`config.mk`:
```
export PLATFORM = sky130hd
export DESIGN_NAME = stack_with_scalar_ops_unit
export DESIGN_NICKNAME = d
export VERILOG_FILES = /design/src/rtl/core/sso_pkg.sv /design/src/rtl/core/sso_serial_alu.sv /design/src/rtl/core/stack_with_scalar_ops_unit.sv
export SDC_FILE = /design/constraint.sdc
export NUM_CORES = 2
export LEC_CHECK = 0
export ABC_AREA = 1
export BUFFER_PORTS_ARGS = -buffer_cell sky130_fd_sc_hd__buf_2
export CAP_MARGIN = 0
export CORE_AREA = 2 2 528 530
export DETAILED_ROUTE_END_ITERATION = 16
export DIE_AREA = 0 0 530 532
export PLACE_DENSITY = 0.5
export SLEW_MARGIN = 10
export SYNTH_ARGS = -nofsm -noshare
export SYNTH_HDL_FRONTEND = slang
export SYNTH_HIERARCHICAL = 1
export SYNTH_SLANG_ARGS = --single-unit
```
`constraint.sdc`:
```
create_clock -name clk -period 7.1 [get_ports clk]
set_input_delay 0.71 -clock clk [delete_from_list [all_inputs] [get_ports clk]]
set_output_delay 0.71 -clock clk [all_outputs]
set_load 0.01 [all_outputs]
```
`src/rtl/core/sso_pkg.sv`:
```
// Shared types, codes and a helper function for the stack unit.
`timescale 1ns / 1ps

package sso_pkg;

    localparam int WORD_W   = 32;
    localparam int OP_W     = 3;
    localparam int STATUS_W = 2;
    localparam int BIT_CNT_W = $clog2(WORD_W);

    // Operation codes of an input transaction.
    localparam logic [OP_W-1:0] OP_PUSH = 3'd0;
    localparam logic [OP_W-1:0] OP_POP  = 3'd1;
    localparam logic [OP_W-1:0] OP_ADD  = 3'd2;
    localparam logic [OP_W-1:0] OP_SUB  = 3'd3;
    localparam logic [OP_W-1:0] OP_MUL  = 3'd4;
    localparam logic [OP_W-1:0] OP_DIV  = 3'd5;

    // Status codes of a result transaction.
    localparam logic [STATUS_W-1:0] ST_OK       = 2'd0;
    localparam logic [STATUS_W-1:0] ST_EMPTY    = 2'd1;
    localparam logic [STATUS_W-1:0] ST_FULL     = 2'd2;
    localparam logic [STATUS_W-1:0] ST_DIV_ZERO = 2'd3;

    typedef enum logic [1:0] {
        ALU_ADD = 2'd0,
        ALU_SUB = 2'd1,
        ALU_MUL = 2'd2,
        ALU_DIV = 2'd3
    } alu_op_t;

    typedef struct packed {
        logic    start;
        alu_op_t op;
    } alu_ctrl_t;

    function automatic alu_op_t op_to_alu(input logic [OP_W-1:0] op);
        alu_op_t res;
        case (op)
            OP_SUB:  res = ALU_SUB;
            OP_MUL:  res = ALU_MUL;
            OP_DIV:  res = ALU_DIV;
            default: res = ALU_ADD;
        endcase
        return res;
    endfunction

endpackage

```
`src/rtl/core/sso_serial_alu.sv`:
```
// Bit-serial arithmetic unit: add, subtract, multiply and divide one entry by a scalar.
`timescale 1ns / 1ps

module sso_serial_alu (
    input  logic                       clk,
    input  logic                       rst_n,
    input  sso_pkg::alu_ctrl_t         ctrl,
    input  logic [sso_pkg::WORD_W-1:0] entry,
    input  logic [sso_pkg::WORD_W-1:0] scalar,
    output logic                       done,
    output logic [sso_pkg::WORD_W-1:0] result
);
    import sso_pkg::*;

    typedef enum logic [3:0] {
        A_IDLE = 4'b0001,
        A_PREP = 4'b0010,
        A_RUN  = 4'b0100,
        A_FIX  = 4'b1000
    } alu_state_t;

    localparam logic [BIT_CNT_W-1:0] LAST_BIT = BIT_CNT_W'(WORD_W - 1);

    alu_state_t           state_reg,  state_next;
    alu_op_t              op_reg,     op_next;
    logic [WORD_W-1:0]    a_reg,      a_next;
    logic [WORD_W-1:0]    b_reg,      b_next;
    logic [WORD_W-1:0]    acc_reg,    acc_next;
    logic                 carry_reg,  carry_next;
    logic                 neg_reg,    neg_next;
    logic [BIT_CNT_W-1:0] cnt_reg,    cnt_next;
    logic [WORD_W-1:0]    result_reg, result_next;
    logic                 done_reg,   done_next;

    logic              sum_bit;
    logic [WORD_W:0]   shifted;
    logic [WORD_W+1:0] trial;
    logic              borrow;

    assign sum_bit = a_reg[0] ^ b_reg[0] ^ carry_reg;
    // Restoring division step: remainder shifted left, next dividend bit brought in.
    assign shifted = {acc_reg, a_reg[WORD_W-1]};
    assign trial   = {1'b0, shifted} - {2'b00, b_reg};
    assign borrow  = trial[WORD_W+1];

    always_comb
    begin
        state_next  = state_reg;
        op_next     = op_reg;
        a_next      = a_reg;
        b_next      = b_reg;
        acc_next    = acc_reg;
        carry_next  = carry_reg;
        neg_next    = neg_reg;
        cnt_next    = cnt_reg;
        result_next = result_reg;
        done_next   = 1'b0;

        unique case (state_reg)
            A_IDLE:
            begin
                if (ctrl.start)
                begin
                    a_next     = entry;
                    b_next     = scalar;
                    op_next    = ctrl.op;
                    state_next = A_PREP;
                end
            end
            A_PREP:
            begin
                acc_next   = '0;
                cnt_next   = '0;
                neg_next   = a_reg[WORD_W-1] ^ b_reg[WORD_W-1];
                carry_next = (op_reg == ALU_SUB);
                case (op_reg)
                    ALU_SUB:
                    begin
                        b_next = ~b_reg;
                    end
                    ALU_DIV:
                    begin
                        a_next = a_reg[WORD_W-1] ? (~a_reg + WORD_W'(1)) : a_reg;
                        b_next = b_reg[WORD_W-1] ? (~b_reg + WORD_W'(1)) : b_reg;
                    end
                    default:
                    begin
                    end
                endcase
                state_next = A_RUN;
            end
            A_RUN:
            begin
                case (op_reg)
                    ALU_MUL:
                    begin
                        acc_next = b_reg[0] ? (acc_reg + a_reg) : acc_reg;
                        a_next   = {a_reg[WORD_W-2:0], 1'b0};
                        b_next   = {1'b0, b_reg[WORD_W-1:1]};
                    end
                    ALU_DIV:
                    begin
                        acc_next = borrow ? shifted[WORD_W-1:0] : trial[WORD_W-1:0];
                        a_next   = {a_reg[WORD_W-2:0], ~borrow};
                    end
                    default:
                    begin
                        acc_next   = {sum_bit, acc_reg[WORD_W-1:1]};
                        carry_next = (a_reg[0] & b_reg[0]) | (carry_reg & (a_reg[0] ^ b_reg[0]));
                        a_next     = {1'b0, a_reg[WORD_W-1:1]};
                        b_next     = {1'b0, b_reg[WORD_W-1:1]};
                    end
                endcase
                cnt_next = cnt_reg + BIT_CNT_W'(1);
                if (cnt_reg == LAST_BIT)
                begin
                    state_next = A_FIX;
                end
            end
            A_FIX:
            begin
                if (op_reg == ALU_DIV)
                begin
                    result_next = neg_reg ? (~a_reg + WORD_W'(1)) : a_reg;
                end
                else
                begin
                    result_next = acc_reg;
                end
                done_next  = 1'b1;
                state_next = A_IDLE;
            end
            default:
            begin
                state_next = A_IDLE;
            end
        endcase
    end

    always_ff @(posedge clk or negedge rst_n)
    begin
        if (!rst_n)
        begin
            state_reg <= A_IDLE;
            done_reg  <= 1'b0;
        end
        else
        begin
            state_reg <= state_next;
            done_reg  <= done_next;
        end
    end

    always_ff @(posedge clk)
    begin
        op_reg     <= op_next;
        a_reg      <= a_next;
        b_reg      <= b_next;
        acc_reg    <= acc_next;
        carry_reg  <= carry_next;
        neg_reg    <= neg_next;
        cnt_reg    <= cnt_next;
        result_reg <= result_next;
    end

    assign done   = done_reg;
    assign result = result_reg;

endmodule

```
`src/rtl/core/stack_with_scalar_ops_unit.sv`:
```
// Top level of the stack unit: entry memory, sequencer and result register.
// Push, rejected requests and unused codes give their result in the cycle after acceptance.
// Pop reads the memory, stages the entry in S_POP, then loads it from S_FINISH once the slot is free.
// A broadcast operation over n entries reads each entry, passes it through the bit-serial
// unit (one bit per cycle) and writes it back in turn.
// One transaction is in flight at a time; reset clears the depth and the control state only.
`timescale 1ns / 1ps

module stack_with_scalar_ops_unit #(
    parameter int STACK_DEPTH = 64
) (
    input  logic                                  clk,
    input  logic                                  rst_n,
    input  logic                                  in_valid,
    output logic                                  in_stall,
    input  logic [sso_pkg::OP_W-1:0]              operation,
    input  logic signed [sso_pkg::WORD_W-1:0]     operand,
    output logic                                  out_valid,
    input  logic                                  out_stall,
    output logic signed [sso_pkg::WORD_W-1:0]     popped_value,
    output logic [sso_pkg::STATUS_W-1:0]          status,
    output logic [$clog2(STACK_DEPTH+1)-1:0]      depth
);
    import sso_pkg::*;

    // The address width indexes the entry memory; the count width can also hold a full stack.
    localparam int AW = $clog2(STACK_DEPTH);
    localparam int CW = $clog2(STACK_DEPTH + 1);
    localparam logic [CW-1:0] FULL_COUNT = CW'(STACK_DEPTH);

    // Sequencer states. A pop waits in S_POP for the memory read; a broadcast walks the
    // entries from the bottom of the stack upwards, one entry through the serial unit at a time.
    typedef enum logic [5:0] {
        S_IDLE   = 6'b000001,
        S_POP    = 6'b000010,
        S_READ   = 6'b000100,
        S_LOAD   = 6'b001000,
        S_CALC   = 6'b010000,
        S_FINISH = 6'b100000
    } seq_state_t;

    seq_state_t        state_reg,  state_next;
    logic [CW-1:0]     count_reg,  count_next;
    logic [AW-1:0]     idx_reg,    idx_next;
    alu_op_t           op_reg,     op_next;
    logic [WORD_W-1:0] scalar_reg, scalar_next;
    logic [WORD_W-1:0] pend_reg,   pend_next;

    // Result register, which decouples the sequencer from the consumer.
    logic                out_valid_reg, out_valid_next;
    logic [WORD_W-1:0]   popped_reg,    popped_next;
    logic [STATUS_W-1:0] status_reg,    status_next;
    logic [CW-1:0]       depth_reg,     depth_next;

    // Entry memory: one write port and one registered read port.
    logic [WORD_W-1:0] mem [STACK_DEPTH];
    logic [WORD_W-1:0] rd_data_reg;
    logic              mem_we;
    logic [AW-1:0]     mem_waddr;
    logic [WORD_W-1:0] mem_wdata;
    logic              mem_re;
    logic [AW-1:0]     mem_raddr;

    logic              accept;
    logic              out_free;
    logic              load_out;
    logic [WORD_W-1:0] load_popped;
    logic [STATUS_W-1:0] load_status;
    logic [CW-1:0]     count_dec;
    logic [CW-1:0]     idx_ext;

    alu_ctrl_t         alu_ctrl;
    logic              alu_done;
    logic [WORD_W-1:0] alu_result;

    // The result slot is free when empty or when its transaction leaves in this cycle.
    assign out_free  = !out_valid_reg || !out_stall;
    assign in_stall  = (state_reg != S_IDLE) || !out_free;
    assign accept    = in_valid && !in_stall;
    assign count_dec = count_reg - CW'(1);
    assign idx_ext   = CW'(idx_reg);

    always_comb
    begin
        state_next   = state_reg;
        count_next   = count_reg;
        idx_next     = idx_reg;
        op_next      = op_reg;
        scalar_next  = scalar_reg;
        pend_next    = pend_reg;
        mem_we       = 1'b0;
        mem_waddr    = idx_reg;
        mem_wdata    = alu_result;
        mem_re       = 1'b0;
        mem_raddr    = idx_reg;
        load_out     = 1'b0;
        load_popped  = '0;
        load_status  = ST_OK;
        alu_ctrl.start = 1'b0;
        alu_ctrl.op    = op_reg;

        unique case (state_reg)
            S_IDLE:
            begin
                if (accept)
                begin
                    unique case (operation) inside
                        OP_PUSH:
                        begin
                            load_out = 1'b1;
                            if (count_reg == FULL_COUNT)
                            begin
                                load_status = ST_FULL;
                            end
                            else
                            begin
                                mem_we     = 1'b1;
                                mem_waddr  = count_reg[AW-1:0];
                                mem_wdata  = operand;
                                count_next = count_reg + CW'(1);
                            end
                        end
                        OP_POP:
                        begin
                            if (count_reg == '0)
                            begin
                                load_out    = 1'b1;
                                load_status = ST_EMPTY;
                            end
                            else
                            begin
                                mem_re     = 1'b1;
                                mem_raddr  = count_dec[AW-1:0];
                                count_next = count_dec;
                                state_next = S_POP;
                            end
                        end
                        OP_ADD, OP_SUB, OP_MUL, OP_DIV:
                        begin
                            // A zero divisor is refused even on an empty stack.
                            if ((operation == OP_DIV) && (operand == '0))
                            begin
                                load_out    = 1'b1;
                                load_status = ST_DIV_ZERO;
                            end
                            else if (count_reg == '0)
                            begin
                                load_out = 1'b1;
                            end
                            else
                            begin
                                op_next     = op_to_alu(operation);
                                scalar_next = operand;
                                pend_next   = '0;
                                idx_next    = '0;
                                state_next  = S_READ;
                            end
                        end
                        default:
                        begin
                            // Unused operation codes leave the stack untouched.
                            load_out = 1'b1;
                        end
                    endcase
                end
            end
            S_POP:
            begin
                pend_next  = rd_data_reg;
                state_next = S_FINISH;
            end
            S_READ:
            begin
                mem_re     = 1'b1;
                state_next = S_LOAD;
            end
            S_LOAD:
            begin
                alu_ctrl.start = 1'b1;
                state_next     = S_CALC;
            end
            S_CALC:
            begin
                if (alu_done)
                begin
                    mem_we = 1'b1;
                    if ((idx_ext + CW'(1)) == count_reg)
                    begin
                        state_next = S_FINISH;
                    end
                    else
                    begin
                        idx_next   = idx_reg + AW'(1);
                        state_next = S_READ;
                    end
                end
            end
            S_FINISH:
            begin
                if (out_free)
                begin
                    load_out    = 1'b1;
                    load_popped = pend_reg;
                    state_next  = S_IDLE;
                end
            end
            default:
            begin
                state_next = S_IDLE;
            end
        endcase
    end

    always_comb
    begin
        out_valid_next = out_valid_reg;
        popped_next    = popped_reg;
        status_next    = status_reg;
        depth_next     = depth_reg;
        if (load_out)
        begin
            out_valid_next = 1'b1;
            popped_next    = load_popped;
            status_next    = load_status;
            depth_next     = count_next;
        end
        else if (out_valid_reg && !out_stall)
        begin
            out_valid_next = 1'b0;
        end
    end

    always_ff @(posedge clk or negedge rst_n)
    begin
        if (!rst_n)
        begin
            state_reg     <= S_IDLE;
            count_reg     <= '0;
            out_valid_reg <= 1'b0;
        end
        else
        begin
            state_reg     <= state_next;
            count_reg     <= count_next;
            out_valid_reg <= out_valid_next;
        end
    end

    always_ff @(posedge clk)
    begin
        idx_reg    <= idx_next;
        op_reg     <= op_next;
        scalar_reg <= scalar_next;
        pend_reg   <= pend_next;
        popped_reg <= popped_next;
        status_reg <= status_next;
        depth_reg  <= depth_next;
    end

    // Entries above the depth are never read, so the memory needs no reset.
    always_ff @(posedge clk)
    begin
        if (mem_we)
        begin
            mem[mem_waddr] <= mem_wdata;
        end
        if (mem_re)
        begin
            rd_data_reg <= mem[mem_raddr];
        end
    end

    sso_serial_alu u_alu (
        .clk    (clk),
        .rst_n  (rst_n),
        .ctrl   (alu_ctrl),
        .entry  (rd_data_reg),
        .scalar (scalar_reg),
        .done   (alu_done),
        .result (alu_result)
    );

    assign out_valid    = out_valid_reg;
    assign popped_value = popped_reg;
    assign status       = status_reg;
    assign depth        = depth_reg;

endmodule

```
After elaboration in Yosys (flattened, before gate mapping)
Memory sizes are Yosys's and may differ from the RTL's. A register that Yosys moved wholly into a read port is not among the register bits. Index checks and enable logic that the tools add are counted.

Muxes and demuxes: 86. Bitwise gates (word level): 11. Add/subtract/negate cells: 9. Reductions and logical operators: 33. Eq/ne operators: 42.

Operators by type and width (number): 2-to-1 mux 32 bit (18); one-hot mux 32 bit (2 select lines) (5); one-hot mux 32 bit (3 select lines) (2); 2-to-1 mux 6 bit (21); adder 32 x 1 -> 32 bit (second input constant) (2); inverter 32 bit (2); one-hot mux 6 bit (6 select lines) (1); subtractor 33 x 32 -> 34 bit (1); adder 32 bit (1); zero test 32 bit (1); 2-to-1 mux 7 bit (4); one-hot mux 6 bit (2 select lines) (2); 2-to-1 mux 1 bit (19); inequality test 2 bit (second input constant) (8); AND reduction 5 bit (3); one-hot mux 7 bit (2 select lines) (1); AND reduction 7 bit (2); one-hot mux 2 bit (3 select lines) (2); one-hot mux 4 bit (3 select lines) (1); AND reduction 2 bit (6); inequality test 2 x 1 -> 1 bit (second input constant) (5); one-hot mux 1 bit (2 select lines) (5); one-hot mux 5 bit (2 select lines) (1); inequality test 3 x 2 -> 1 bit (second input constant) (3); other kinds (43) (65).

RAM bits: 2048. Input port bits: 39. Memories kept: 1. Flip-flop bits (word level): 269.

Memories: mem (depth 64, width 32, rd ports 1, clocked after memory_dff 1, wr ports 1, RTL line stack_with_scalar_ops_unit.sv:56) `logic [WORD_W-1:0] mem [STACK_DEPTH];`.

Logic depth before layout (Yosys ltp)
Depth in word-level cells: 10. Depth in mapped cells: 18. Depth with buffers taken out: 18.

Modules after synthesis
The synthesis kept the hierarchy.

By module, submodules not included: stack_with_scalar_ops_unit (cells each 9302, seq. area each 66204.7 sq um, instances 1, area each 96576.4 sq um); sso_serial_alu (cells each 2052, seq. area each 4240.3 sq um, instances 1, area each 13669.4 sq um).

Worst setup path before layout
OpenSTA, ideal clock, no wires.

Path type: reg2reg. Start: register count_reg[0]. End: memory mem[0][0], data pin. Slack: 1.940 ns. Data arrival time: 4.458 ns. Buffers on the path: 3. Cell stages (with the launch flop): 15. Period minus slack after synthesis: 5.160 ns. Path through: dfrtp_1 -> inv_1 -> ha_1 -> nand2_2 -> nor3_2 -> inv_1 -> nor2_1 -> nor2_2 -> inv_2 -> nor2_1 -> inv_2 -> buf_2 -> buf_2 -> buf_1 -> o21ai_0.

Longest elaborated chain between the ends: 5.

Ends and longest elaborated chain: from (decl) (RTL line stack_with_scalar_ops_unit.sv:43) `logic [CW-1:0] count_reg, count_next;`; from (signal assigned) (RTL line stack_with_scalar_ops_unit.sv:244) `count_reg <= count_next;`; == test 7 bit (RTL line stack_with_scalar_ops_unit.sv:111) `if (count_reg == FULL_COUNT)`; 2-to-1 mux 32 bit (RTL line stack_with_scalar_ops_unit.sv:111); 2-to-1 mux 32 bit (RTL line stack_with_scalar_ops_unit.sv:107) `unique case (operation) inside`; 2-to-1 mux 32 bit (RTL line stack_with_scalar_ops_unit.sv:105) `if (accept)`; 2-to-1 mux 32 bit (RTL line stack_with_scalar_ops_unit.sv:102) `unique case (state_reg)`; via mem_wdata[0] (RTL line stack_with_scalar_ops_unit.sv:60) `logic [WORD_W-1:0] mem_wdata;`; to (decl) (RTL line stack_with_scalar_ops_unit.sv:56).

The timed path passes the listed nets, and every way through them passes these cells.

Worst setup path after layout
Start: register count_reg[0]. End: memory mem[30][10] (enable).

Longest elaborated chain between the ends: 7.

Ends and longest elaborated chain: == test 7 bit (RTL line stack_with_scalar_ops_unit.sv:111); 2-to-1 mux 1 bit (RTL line stack_with_scalar_ops_unit.sv:111); 2-to-1 mux 1 bit (RTL line stack_with_scalar_ops_unit.sv:107); 2-to-1 mux 1 bit (RTL line stack_with_scalar_ops_unit.sv:105); one-hot mux 1 bit (2 select lines) (RTL line stack_with_scalar_ops_unit.sv:102); 2-to-1 mux 1 bit (RTL line stack_with_scalar_ops_unit.sv:263) `if (mem_we)`; 2-to-1 mux 1 bit (implied by the code) (RTL line stack_with_scalar_ops_unit.sv:265) `mem[mem_waddr] <= mem_wdata;`.

Parallel ways exist; a longest one is shown, timed or not.

==> reports/metrics.yaml <==
routing:
  drcViolationCount: 0
  vias: 79721
  drt_pass1_iterations: 7
  avgRoutedWirePerCell_um: 24.4
  wl_um: 374000
  avgViaCountPerCell: 5.21
  drt_iter0_drc: 8472
  ant_nets: 0
global_routing:
  grt_pass1_vias: 76525
  grt_pass1_wl_um: 541000
  antenna_found_initial: 20
  grt_usage_pct: 26.2
  grt_max_degree: 148
  overflow: 0
synthesis:
  syn_area_per_cell_um2: 9.71
  ys.warnings.count: 6
  async_reset_ff_share_pct: 0.809
  synthCells: 11354
  synth_edf_count: 2330
  synth_cell_types: 58
  synth_nets: 11470
  synth_area_leaders: "edfxtp_1 (63%), nand3_1 (11%), nand2_1 (9.0%)"
  ys_seq_area_share_pct: 63.9
  synth_top_area_cell: "edfxtp_1"
  synthDominantCellAreaShare_pct: 63.5
  ys_seq_elements: 2349
  synth_top_flop_cell: "edfxtp_1"
  synth_area_um2: 110000
power_and_ir_drop:
  powerDensity_nw_per_um2: 326
  leakage_nw: 52.7
  ir_drop_uv: 193
floorplanning:
  rows: 193
  fp.dieW_um: 530
  io_pins: 82
  die_y_um: 532
  dieArea_um2: 282000
  core_area_um2: 276000
  start_util_pct: 40.0
clock_network:
  clk-insertion-delay-late_ps: 910
  cts_made_buffers: 275
  cts_tree: "done"
  clkTransAtPathRegs_ps: 60
  clock_path_buffers: 4
  cts.sinks: 2349
  post_cts_resized: 0
  htreeDepth: 5
  clock-root-buffer: "clkbuf_16"
  cts_setup_buffers: 0
status:
  status: "finished clean"
critical_path:
  cp.required_ps: 7660
  cp.arrival_ps: 6340
  r2r_start: "count_reg[0]"
  crit_path_start_kind: "flip-flop"
  cp-startpoint: "count_reg[0]"
  critPathKind: "reg -> reg"
  cp_max_fo: 35
  end_kind: "flip-flop"
sta:
  setup_tns_ps: 0
  finalHoldViolations: 0
  finalCritPeriodShare_pct: 81.4
  finalClockSkew_ps: 48.5
  rsz0062_at_grt: "no"
  maxSlewViolCount: 0
  slew_headroom_pct: 22.2
  setup_viol: 0
  hold_slack_ps: 64.4
  worst_pin_slew_ps: 1160
  fmax_mhz: 173
  fin_ws_ps: 1320
  fin_crit_ps: 5780
placed_design:
  portBuffers: 81
  globalplace.congestion: 0.918
  dpl.hpwl_um: 223000
  dpl_cell_area_um2: 116000
  pre_cts_slack_ps: 1400
  dp.cells: 14810
finish:
  largest_reg_flops: 2048
  top_register: "mem"
  stdcell_count: 15305
  layout-drive-gt1-share_pct: 7.47
  areaGrowthSynthToFinish_pct: 12.6
  fin_area_um2: 124000
  fin_nets: 11506
  fillers: 26434
min_path:
  min-delay-start: "operand[30]"
  hold_class: "in -> reg"
run:
  drv_cap: 0
-- stage by stage --
| stage | power (mW) | utilization (%) |
|---|---|---|
| 2_1_floorplan | 22.6 | - |
| 3_3_place_gp | 27.0 | 41.9 |
| 3_5_place_dp | 27.0 | 41.9 |
| 4_1_cts | 40.7 | 45.0 |
| 5_1_grt | 42.1 | 45.0 |
| 6_report | 40.5 | 45.0 |
-- placed cells by master (no fill, tap or decap), drive strengths merged, types with 2 or more instances in the layout --
cell type,synthesis,final
o21a,7,7
diode,0,5
o31ai,4,4
clkinv,3,109
clkinvlp,0,7
o22ai,7,7
dfrtp,17,17
o221ai,3,3
and2,4,4
a22oi,4,4
o21bai,13,13
dfstp,2,2
o211ai,31,31
ha,74,74
clkbuf,98,341
edfxtp,2330,2330
or2,5,5
buf,438,288
nand4,37,37
and3,2,2
nand2,2674,2674
nand3,2336,2336
nand3b,5,5
nor4,16,16
a21oi,161,161
xnor2,17,17
xor2,34,34
bufinv,0,16
o21ai,183,183
o2111ai,8,8
dlygate4sd3,0,7
nor2,385,385
inv,2383,2395
a221oi,25,25
nor3,38,38
a31oi,2,2
fa,3,3
-- timing repair --
item,CTS,global route
hold endpoints to repair,23,0
endpoints found under the setup margin,0,0
hold buffers,7,0
-- synthesized netlist by cell type (8+ instances only) --
| library cell | instances |
|---|---|
| nand2_1 | 2657 |
| nand3_1 | 2327 |
| nor2_4 | 9 |
| nor2_1 | 358 |
| inv_1 | 2362 |
| nor2_2 | 17 |
| dfrtp_1 | 17 |
| buf_2 | 350 |
| xor2_1 | 34 |
| edfxtp_1 | 2330 |
| nand2_2 | 12 |
| ha_1 | 74 |
| nand4_1 | 36 |
| buf_1 | 32 |
| nand3_2 | 9 |
| o21bai_1 | 13 |
| o2111ai_1 | 8 |
| a221oi_1 | 25 |
| o21ai_0 | 153 |
| inv_2 | 21 |
| a21oi_1 | 159 |
| o211ai_1 | 31 |
| buf_4 | 50 |
| o21ai_1 | 26 |
| nor3_1 | 34 |
| clkbuf_1 | 97 |
| xnor2_1 | 17 |
| nor4_1 | 13 |
-- critical path, cell delays in order (launching register included) --
cell,delay (ps)
dfrtp_1,500
inv_1,190
ha_1,270
nand2_2,150
nor3_2,50
inv_1,80
nor2_1,60
nor2_2,170
inv_2,70
nor2_1,90
buf_4,200
clkinv_2,100
buf_4,310
o21ai_0,690
buf_4,260
inv_1,60
nor2_1,260
nand2_1,580
nor2_4,900
buf_4,380
-- logic make-up (layout without fill, tap and decap cells) --
group	Yosys count	in the layout	share of synthesized area [%]
AO/OA/AOI/OAI	453	453	2.37
AND/OR/NAND/NOR	5502	5502	21.9
XOR/XNOR	51	51	0.405
buffers and inverters	2922	3163	10.6
flip-flops	2349	2349	63.9
other	0	5	0
adder cells (fa/ha/maj)	77	77	0.894
-- report_power, final --
group | total, mW | switching, mW | internal, mW
Sequential | 16.1 | 0.360 | 15.7
Clock | 13.8 | 5.85 | 7.91
Combinational | 10.6 | 8.05 | 2.60
Total | 40.5 | 14.3 | 26.3
-- layer usage --
layer	wire (µm)	track usage, %	vias to the layer above
met5	52	0	-
met4	14300	9.26	6
met3	25100	3.34	610
met2	175000	42.8	3037
met1	159000	35.7	38932
li1	-	-	37136
-- worst paths after layout --
kind,cells past startpoint,slack [ps],endpoint
setup / recovery,19,1320,mem[30][10]
hold reg to reg,0,420,u_alu/op_reg[1]
setup reg to reg,19,1320,mem[30][10]
max in group asynchronous,2,6390,state_reg[0]
min in group asynchronous,2,330,u_alu/state_reg[2]
hold / removal,1,60,scalar_reg[30]
-- layout make-up --
type                       instances  area [µm²]  area share [%]
clock buffer                     341        7300            5.88
antenna                            5        12.5          0.0101
sequential                      2349       70400            56.7
timing repair buffer             295        2450            1.98
multi-input combinational       6083       29100            23.4
clock inverter                   141        1260            1.02
tap                             3705        4640            3.73
inverter                        2386        8970            7.23
No activity file was read; power rests on OpenSTA's default activity.
